--- config.mk ---
export PLATFORM = sky130hd
export DESIGN_NAME = hall_six_step_commutator_core
export DESIGN_NICKNAME = d
export VERILOG_FILES = /design/src/hsc_pkg.sv /design/src/hall_six_step_commutator_core.sv
export VERILOG_INCLUDE_DIRS = /design/src /design/src/src
export SDC_FILE = /design/constraint.sdc
export NUM_CORES = 1
export LEC_CHECK = 0
export BUFFER_PORTS_ARGS = -buffer_cell sky130_fd_sc_hd__buf_4
export CAP_MARGIN = 10
export CORE_MARGIN = 2
export CORE_UTILIZATION = 48
export DETAILED_ROUTE_END_ITERATION = 16
export GPL_TIMING_DRIVEN = 1
export HOLD_SLACK_MARGIN = 0.08
export PLACE_DENSITY_LB_ADDON = 0.25
export SETUP_SLACK_MARGIN = 0.5
export SYNTH_ARGS = -nofsm -noshare
export SYNTH_HDL_FRONTEND = slang
export SYNTH_SLANG_ARGS = --single-unit
--- constraint.sdc ---
create_clock -name i_clk -period 13.25 [get_ports i_clk]
set_input_delay 1.9875 -clock i_clk [delete_from_list [all_inputs] [get_ports i_clk]]
set_output_delay 1.9875 -clock i_clk [all_outputs]
set_load 0.02 [all_outputs]
--- src/hall_six_step_commutator_core_assert.svh ---
// assertion macros for the hall commutator core
// expects i_clk and i_rst_n in the scope of use
`ifndef HALL_SIX_STEP_COMMUTATOR_CORE_ASSERT_SVH
`define HALL_SIX_STEP_COMMUTATOR_CORE_ASSERT_SVH

// property checked at every clock edge outside reset
`define HSC_ASSERT(label, prop, msg) \
    label: assert property (@(posedge i_clk) disable iff (!i_rst_n) (prop)) \
        else $error(msg);

// antecedent implies consequent in the next cycle
`define HSC_ASSERT_NEXT(label, ante, cons, msg) \
    label: assert property (@(posedge i_clk) disable iff (!i_rst_n) (ante) |=> (cons)) \
        else $error(msg);

`endif

--- src/hsc_pkg.sv ---
// package for the hall six-step commutator: payload structs, constants, step table
// no dependencies
package hsc_pkg;

    localparam int CFG_IDX_W  = 2;
    localparam int CFG_DATA_W = 32;

    localparam logic [CFG_IDX_W-1:0] CFG_PWM_PERIOD   = 2'd0;
    localparam logic [CFG_IDX_W-1:0] CFG_WINDOW_TICKS = 2'd1;

    localparam logic [15:0] PERIOD_RESET = 16'd99;
    localparam logic [31:0] WINDOW_RESET = 32'd2000000;
    localparam logic [15:0] ROT_MAX      = 16'hffff;
    localparam logic [3:0]  CODE_SUM_ROT = 4'd10;
    localparam logic [17:0] SPEED_MAX    = 18'd163837;

    localparam logic [2:0] HALL_NONE     = 3'd0;
    localparam logic [2:0] HALL_ALL_HIGH = 3'd7;
    localparam logic [2:0] STEP_NONE     = 3'd0;

    localparam logic [1:0] PH_A = 2'd0;
    localparam logic [1:0] PH_B = 2'd1;
    localparam logic [1:0] PH_C = 2'd2;

    typedef struct packed {
        logic       hall_a;
        logic       hall_b;
        logic       hall_c;
        logic [7:0] duty;
    } t_in_item;

    typedef struct packed {
        logic        high_a;
        logic        high_b;
        logic        high_c;
        logic        low_pin_a;
        logic        low_pin_b;
        logic        low_pin_c;
        logic        hall_valid;
        logic [17:0] speed_value;
        logic        window_done;
    } t_out_item;

    // high-side phase driven in each step
    function automatic logic [1:0] step_high_phase(input logic [2:0] step);
        logic [1:0] ph;
        unique case (step)
            3'd1:    ph = PH_A;
            3'd2:    ph = PH_B;
            3'd3:    ph = PH_A;
            3'd4:    ph = PH_C;
            3'd5:    ph = PH_C;
            3'd6:    ph = PH_B;
            default: ph = PH_A;
        endcase
        return ph;
    endfunction

    // conducting low-side phase in each step
    function automatic logic [1:0] step_low_phase(input logic [2:0] step);
        logic [1:0] ph;
        unique case (step)
            3'd1:    ph = PH_B;
            3'd2:    ph = PH_C;
            3'd3:    ph = PH_C;
            3'd4:    ph = PH_A;
            3'd5:    ph = PH_B;
            3'd6:    ph = PH_A;
            default: ph = PH_A;
        endcase
        return ph;
    endfunction

endpackage

--- src/hall_six_step_commutator_core.sv ---
// hall six-step commutator core: gate pattern, pwm compare and windowed speed meter
// depends on hsc_pkg and hall_six_step_commutator_core_assert.svh
//
//   channel   direction   handshake                       payload
//   in        input       i_in_valid / o_in_ready         i_in  (hsc_pkg::t_in_item)
//   out       output      o_out_valid / i_out_ready       o_out (hsc_pkg::t_out_item)
//   cfg       input       i_cfg_we, i_cfg_index           i_cfg_data
//
// one transaction per clock; result appears in the output register the cycle after
// acceptance, set by one pass of compare/add logic between state and output register
// o_in_ready drops only while a held result is not taken, so a stall costs no data
// synchronous active-low reset; registers but r_out reset, no result pending
`include "hall_six_step_commutator_core_assert.svh"

module hall_six_step_commutator_core (
    input  logic                            i_clk,
    input  logic                            i_rst_n,
    input  logic                            i_in_valid,
    output logic                            o_in_ready,
    input  hsc_pkg::t_in_item               i_in,
    output logic                            o_out_valid,
    input  logic                            i_out_ready,
    output hsc_pkg::t_out_item              o_out,
    input  logic                            i_cfg_we,
    input  logic [hsc_pkg::CFG_IDX_W-1:0]   i_cfg_index,
    input  logic [hsc_pkg::CFG_DATA_W-1:0]  i_cfg_data
);
    import hsc_pkg::*;

    logic [15:0] r_pwm_period;
    logic [31:0] r_window_ticks;
    logic [15:0] r_pwm_cnt;
    logic [31:0] r_win_cnt;
    logic [2:0]  r_prev_code;
    logic [15:0] r_rot_cnt;
    logic [17:0] r_speed;
    logic [2:0]  r_step;
    logic        r_out_valid;
    t_out_item   r_out;

    logic [15:0] n_pwm_cnt;
    logic [31:0] n_win_cnt;
    logic [15:0] n_rot_cnt;
    logic [17:0] n_speed;
    logic [2:0]  n_step;
    t_out_item   n_out;

    logic        in_fire;
    logic [2:0]  code;
    logic        code_ok;
    logic        pwm_on;
    logic [2:0]  highs;
    logic [2:0]  lows;
    logic [15:0] rot_upd;
    logic [18:0] speed_x5;
    logic [32:0] win_next;
    logic        win_end;

    assign o_in_ready  = !r_out_valid || i_out_ready;
    assign in_fire     = i_in_valid && o_in_ready;
    assign o_out_valid = r_out_valid;
    assign o_out       = r_out;

    always_comb begin
        code    = {i_in.hall_c, i_in.hall_b, i_in.hall_a};
        code_ok = (code != HALL_NONE) && (code != HALL_ALL_HIGH);
        pwm_on  = r_pwm_cnt < {8'd0, i_in.duty};
        n_step  = code_ok ? code : r_step;

        if (n_step != STEP_NONE) begin
            highs = pwm_on ? (3'b001 << step_high_phase(n_step)) : 3'b000;
            lows  = ~(3'b001 << step_low_phase(n_step));
        end else begin
            highs = 3'b000;
            lows  = 3'b000;
        end

        n_pwm_cnt = (r_pwm_cnt >= r_pwm_period) ? 16'd0 : r_pwm_cnt + 16'd1;

        // a change between codes summing to ten marks one rotation
        rot_upd = r_rot_cnt;
        if ((code != r_prev_code)
            && (({1'b0, r_prev_code} + {1'b0, code}) == CODE_SUM_ROT)
            && (r_rot_cnt != ROT_MAX)) begin
            rot_upd = r_rot_cnt + 16'd1;
        end

        // count * 60 / 24 == count * 5 / 2
        speed_x5 = {1'b0, rot_upd, 2'b00} + {3'b000, rot_upd};
        win_next = {1'b0, r_win_cnt} + 33'd1;
        win_end  = win_next >= {1'b0, r_window_ticks};

        if (win_end) begin
            n_speed   = speed_x5[18:1];
            n_rot_cnt = 16'd0;
            n_win_cnt = 32'd0;
        end else begin
            n_speed   = r_speed;
            n_rot_cnt = rot_upd;
            n_win_cnt = win_next[31:0];
        end

        n_out.high_a      = highs[PH_A];
        n_out.high_b      = highs[PH_B];
        n_out.high_c      = highs[PH_C];
        n_out.low_pin_a   = lows[PH_A];
        n_out.low_pin_b   = lows[PH_B];
        n_out.low_pin_c   = lows[PH_C];
        n_out.hall_valid  = code_ok;
        n_out.speed_value = n_speed;
        n_out.window_done = win_end;
    end

    always_ff @(posedge i_clk) begin
        if (!i_rst_n) begin
            r_pwm_period   <= PERIOD_RESET;
            r_window_ticks <= WINDOW_RESET;
            r_pwm_cnt      <= '0;
            r_win_cnt      <= '0;
            r_prev_code    <= HALL_NONE;
            r_rot_cnt      <= '0;
            r_speed        <= '0;
            r_step         <= STEP_NONE;
            r_out_valid    <= 1'b0;
        end else begin
            if (i_cfg_we) begin
                case (i_cfg_index)
                    CFG_PWM_PERIOD:   r_pwm_period   <= i_cfg_data[15:0];
                    CFG_WINDOW_TICKS: r_window_ticks <= i_cfg_data[31:0];
                    default: ;
                endcase
            end
            if (in_fire) begin
                r_pwm_cnt   <= n_pwm_cnt;
                r_win_cnt   <= n_win_cnt;
                r_prev_code <= code;
                r_rot_cnt   <= n_rot_cnt;
                r_speed     <= n_speed;
                r_step      <= n_step;
                r_out_valid <= 1'b1;
            end else if (i_out_ready) begin
                r_out_valid <= 1'b0;
            end
        end
    end

    always_ff @(posedge i_clk) begin
        if (in_fire) begin
            r_out <= n_out;
        end
    end

    `HSC_ASSERT(a_one_high, !r_out_valid || $onehot0({r_out.high_a, r_out.high_b, r_out.high_c}), "more than one high-side gate on")
    `HSC_ASSERT(a_high_has_low, !r_out_valid || !(r_out.high_a || r_out.high_b || r_out.high_c) || ($countones({r_out.low_pin_a, r_out.low_pin_b, r_out.low_pin_c}) == 2), "high side on without exactly one conducting low side")
    `HSC_ASSERT(a_speed_range, r_speed <= SPEED_MAX, "speed latch out of range")
    `HSC_ASSERT_NEXT(a_window_clear, in_fire && win_end, (r_rot_cnt == 16'd0) && (r_win_cnt == 32'd0), "window end did not clear counters")
    `HSC_ASSERT_NEXT(a_step_hold, in_fire && !code_ok, r_step == $past(r_step), "step changed on an invalid hall code")

endmodule
# [Yosys cells after proc, flatten, opt, wreduce, memory -nomap -nowiden]
# Index checks and enable logic that the tools add are counted.
[classes] n_lt_le_gt_ge=3 eq_ne=11 shifts=2 n_reduce_logical=17 n_addsub=5 bitwise=1 mux=12
[op_table] cell="$mux 16" count=3
[op_table] cell="$add 32x1->33 const B" count=1
[op_table] cell="$ge 33x32->1" count=1
[op_table] cell="$add 16x1->16 const B" count=2
[op_table] cell="$mux 32" count=1
[op_table] cell="$add 18x16->19" count=1
[op_table] cell="$mux 18" count=1
[op_table] cell="$ge 16x16->1" count=1
[op_table] cell="$lt 16x8->1" count=1
[op_table] cell="$ne 16x16->1 const B" count=1
[op_table] cell="$eq 3x3->1 const B" count=3
[op_table] cell="$pmux 2 s2" count=2
[op_table] cell="$reduce_or 2->1" count=4
[op_table] cell="$eq 3x2->1 const B" count=2
[op_table] cell="$reduce_and 2->1" count=3
[op_table] cell="$reduce_bool 3->1" count=2
[op_table] cell="$shl 1x2->3 const A" count=2
[op_table] cell="$add 3x3->4" count=1
[op_table] cell="$eq 4x4->1 const B" count=1
[op_table] cell="$logic_and 1x1->1" count=4
[op_table] cell="$mux 2" count=2
[op_table] cell="$eq 3x1->1 const B" count=1
[op_table] cell="$mux 3" count=1
[op_table] cell="$ne 3x3->1" count=1
[op_table] cell="other kinds (8)" count=9
[totals] in_bits=50 wordCells=69 output_inout_bits=28 regBits=163

# [Depth between registers and ports, before layout]
[depth] word_depth=9 depth_mapped=20 depth_no_buf=17

# [Worst setup path before layout]
# OpenSTA, ideal clock, no wires.
[synth_timing] kind="input -> register" startpoint="input i_in[10] in the netlist's numbering" endpoint="register r_out (netlist bit o_out[15]) (data pin)" arrival_time_ps=6089 required_ps=12983 slack_ps=6894 stages=17 n_path_buf=1 setup_time_ps=267 cell_sequence="ha_1 fa_1 or3b_1 a221o_2 or3_1 clkbuf_2 nor3_1 xor2_1 ha_1 a21o_1 a21o_1 a221o_1 a21oi_1 nor2b_1 a311oi_1 xor2_1 o21ai_0"
[synth_between] elab_chain_cells=7 word_cells_on_any_way=8 classes_between="add/sub (2); eq/ne (2); mux (2); reduce/logical (2)"
[synth_lines] item="from (decl)" line="hall_six_step_commutator_core.sv:20" source="input hsc_pkg::t_in_item i_in,"
[synth_lines] item="$add 3x3->4" line="hall_six_step_commutator_core.sv:83" source="&& (({1'b0, r_prev_code} + {1'b0, code}) == CODE_SUM_ROT)"
[synth_lines] item="$eq 4x4->1" line="hall_six_step_commutator_core.sv:83"
[synth_lines] item="$logic_and 1x1->1 *" line="hall_six_step_commutator_core.sv:83"
[synth_lines] item="$logic_and 1x1->1 *" line="hall_six_step_commutator_core.sv:84" source="&& (r_rot_cnt != ROT_MAX)) begin"
[synth_lines] item="$mux 16 *" line="hall_six_step_commutator_core.sv:82" source="if ((code != r_prev_code)"
[synth_lines] item="$add 18x16->19 *" line="hall_six_step_commutator_core.sv:89" source="speed_x5 = {1'b0, rot_upd, 2'b00} + {3'b000, rot_upd};"
[synth_lines] item="$mux 18 *" line="hall_six_step_commutator_core.sv:93" source="if (win_end) begin"
[synth_lines] item="via n_speed[14]" line="hall_six_step_commutator_core.sv:44" source="logic [17:0] n_speed;"
[synth_lines] item="to (signal assigned)" line="hall_six_step_commutator_core.sv:149" source="r_out <= n_out;"
[synth_lines] item="to (decl)" line="hall_six_step_commutator_core.sv:39" source="t_out_item r_out;"
# Mark *: on every way through the listed nets, which the timed path passes. The rest lies on a longest branch.
# A chain may end at the register's enable or synchronous reset.

# [Worst setup path in the final report]
[layout_timing] startpoint="input i_in[10] in the netlist's numbering" endpoint="register r_out (netlist bit o_out[9]) (data pin)"
# Same word-level chain as after synthesis.

==> impl_metrics.py <==
metrics = {
    "clocking": {
        "insertion_delay_ns": 0.43,
        "root_buffer": "clkbuf_16",
        "cts_setup_buffers": 0,
        "cts_tree": "built",
        "cts_sinks": 163,
        "cts_hold_buf": 0,
        "numCtsBuffers": 17,
        "cts_resized": 0,
        "clkSlewWorstSetupHoldPaths_ns": 0.07,
        "htree_num_levels": 4,
        "cts_max_path_buffers": 2,
    },
    "global_routing": {
        "gr-total-overflow": 0,
        "antenna_found_initial": 0,
        "grt_max_degree": 64,
        "grt_pass1_wl_um": 37700,
        "grt_use_total": 0.215,
        "grt_pass1_vias": 7815,
    },
    "sta": {
        "hold_violations": 0,
        "skew_ns": 0.00904,
        "fmax_ghz": 0.152,
        "tns_ns": 0,
        "drv_slew": 0,
        "finalCritPeriodShare": 0.497,
        "holdWs_ns": 0.453,
        "rsz0062_at_grt": "no",
        "setup_slack_ns": 6.67,
        "finalCriticalPeriod_ns": 6.58,
        "setup_viol": 0,
        "tightest_slew_ns": 1.09,
        "max-slew-margin-rel": 0.273,
    },
    "finish": {
        "fin_util": 0.558,
        "final_nets": 1332,
        "drive_gt1_frac": 0.122,
        "finalInstanceArea_um2": 10900,
        "nFillCells": 1809,
        "diodes": 0,
        "instances_no_fill": 1484,
        "area_growth_syn_to_layout_pct": 13.8,
    },
    "place": {
        "placed_cells": 1452,
        "place_ws_ns": 6.37,
        "io_buffers": 77,
        "dp_hpwl_um": 15300,
        "place.gp.congestion": 0.904,
        "place_area_um2": 10300,
    },
    "drt": {
        "ant_nets": 0,
        "firstDrtPassIters": 5,
        "avgRoutedWirePerCell_um": 15.1,
        "wirelength_um": 22500,
        "via_per_inst": 5.57,
        "drt-initial-drc-count": 517,
        "vias": 8263,
        "drc": 0,
    },
    "logic_synthesis": {
        "ys.flop_type": "dfxtp_1",
        "async_flop_share": 0,
        "synth_edf_count": 26,
        "netlist_area_um2": 9540,
        "synth-warning-count": 0,
        "yosysSeqAreaShare": 0.370,
        "yosys_register_bits": 163,
        "avgSynthCellArea_um2": 8.18,
        "synth_nets": 1291,
        "ys_types": 76,
        "synth_cells": 1165,
    },
    "run": {
        "maxCapViolCount": 0,
    },
    "setup_path": {
        "slowest_stage": "nor4b_2",
        "cpPeakStageDelay_ns": 0.62,
        "worst-setup-path-type": "input port to flip-flop",
        "worstPathRequired_ns": 13.43,
        "cp-end-kind": "flip-flop",
        "cp_max_fo": 14,
        "arrival_ns": 6.76,
        "crit_chain": "buf_4 > ha_1 > fa_1 > or3b_1 > a221o_2 > a31oi_2 > nand4_2 > xnor2_1 > ha_1 > o21ai_0 > o21bai_1 > o31a_2 > o22ai_2 > nor4b_2 > nor2_1 > xnor2_1 > mux2_2",
        "startpoint_type": "input port",
    },
    "status": {
        "status": "finished, final reports clean",
    },
    "pwr": {
        "switching_share": 0.258,
        "p_total_mw": 1.10,
        "power.internal_mw": 0.819,
        "p_switching_mw": 0.284,
        "comb_power_share": 0.083,
        "power_density_nw_per_um2": 102,
        "max-vdd-ir-drop_mv": 0.0881,
        "seq_power_share": 0.474,
        "clkPwrFrac": 0.443,
        "cellLeakagePower_nw": 4.27,
    },
    "die": {
        "die_h_um": 145,
        "core-area_um2": 19500,
        "die_area_um2": 21000,
        "die_w_um": 145,
        "start_util": 0.490,
        "num_rows": 51,
        "pin_count": 78,
    },
    "min_path": {
        "min_path_type": "flip-flop to flip-flop",
    },
}
==> layer usage <==
layer / GRT usage / up-vias / part of all wire
li1: - / 4192 / -
met1: 0.283 / 3866 / 0.47
met2: 0.357 / 178 / 0.47
met3: 0.0437 / 27 / 0.042
met4: 0.0658 / 0 / 0.021
met5: 0 / - / 0
==> worst max-delay path, delay by kind of cell <==
family | cells | cell delay [ns]
AOI/OAI and AO/OA | 6 | 1.49
xor gates and xnor gates | 2 | 0.43
adders and majority gates | 3 | 0.96
buffers and inverters | 1 | 0.16
muxes | 1 | 0.27
and+or+nand+nor | 4 | 1.45
==> flip-flops by register name, summed over array words and instances, names as in the netlist <==
register        flops
o_out              26
r_prev_code         3
r_pwm_period       16
r_rot_cnt          16
r_pwm_cnt          16
r_window_ticks     32
r_win_cnt          32
r_speed            18
o_out_valid         1
r_step              3
==> final cells by class <==
type | instances | area, um2 | share of cell area
Multi-Input combinational cell | 863 | 5500 | 0.506
Sequential cell | 163 | 3520 | 0.325
Timing Repair Buffer | 83 | 623 | 0.0574
Clock buffer | 19 | 475 | 0.0438
Tap cell | 265 | 332 | 0.0306
Inverter | 78 | 293 | 0.0270
Clock inverter | 13 | 109 | 0.0100
==> final timing paths <==
| kind | to | start | slack [ns] | cells after the start |
|---|---|---|---|---|
| worst min-delay path | r_window_ticks[25] | r_window_ticks[25] | 0.45 | 2 |
| worst max register to register | r_rot_cnt[5] | r_win_cnt[2] | 8.06 | 16 |
| worst min register to register | r_window_ticks[25] | r_window_ticks[25] | 0.45 | 2 |
| worst max-delay path | o_out[9] | i_in[10] | 6.67 | 17 |
==> kinds of logic (layout without fill, tap and decap cells) <==
family	count (synthesis)	after routing	synth area share
compound gates	276	276	0.183
fa+ha+maj	76	76	0.101
buf+inv	139	193	0.0562
flops	163	163	0.370
mux	10	10	0.0115
simple gates	429	429	0.212
xor+xnor	72	72	0.0661
==> power groups by stage <==
stage,Combinational [mW],Clock [mW],Sequential [mW]
after floorplan,0.0505,0,0.539
after global routing,0.102,0.519,0.525
after CTS,0.0917,0.498,0.523
after global placement,0.0898,0,0.534
final,0.0910,0.489,0.523
after detailed placement,0.0911,0,0.534
==> cells in the mapped netlist (all sizes together), types with 3 or more instances <==
| cell type | instances | area [um2] |
|---|---|---|
| or4 | 4 | 30.0 |
| nor3 | 18 | 106 |
| a31oi | 5 | 37.5 |
| o22ai | 24 | 156 |
| nor2 | 48 | 180 |
| buf | 13 | 61.3 |
| o2bb2ai | 3 | 26.3 |
| o21ai | 33 | 165 |
| and2 | 4 | 26.3 |
| inv | 78 | 293 |
| edfxtp | 26 | 781 |
| o21ba | 3 | 30.0 |
| mux2 | 8 | 90.1 |
| ha | 74 | 926 |
| a32oi | 3 | 26.3 |
| a21o | 18 | 135 |
| clkbuf | 48 | 181 |
| nand3b | 4 | 30.0 |
| and3 | 11 | 68.8 |
| a221o | 3 | 31.3 |
| a21oi | 119 | 596 |
| nand4 | 18 | 119 |
| o211ai | 12 | 90.1 |
| o21a | 5 | 37.5 |
| nand3 | 75 | 375 |
| xnor2 | 42 | 368 |
| a211oi | 22 | 178 |
| nand2 | 201 | 754 |
| nand2b | 9 | 56.3 |
| o31ai | 5 | 37.5 |
| nor2b | 3 | 18.8 |
| nor4 | 5 | 46.3 |
| nor3b | 3 | 22.5 |
| or3 | 18 | 113 |
| dfxtp | 137 | 2740 |
| xor2 | 30 | 263 |
==> layout by cell type, fill, tap and decap left out, types with 5 or more instances in the layout <==
cell and n:
nor2_1 48, buf_4 83, or3_1 18, and3_1 11
inv_6 6, a21oi_1 118, o211ai_1 12, nand4_1 17
o31ai_1 5, nand3_1 75, xor2_1 30, nor3_1 16
dfxtp_1 137, mux2_2 8, o21ai_0 32, a21o_1 18
edfxtp_1 26, o22ai_1 23, nand2_1 200, xnor2_1 42
ha_1 74, a211oi_1 21, inv_1 75, o21a_1 5
nand2b_1 9, clkbuf_16 19
Note: power is estimated with default switching activity, not from simulation.
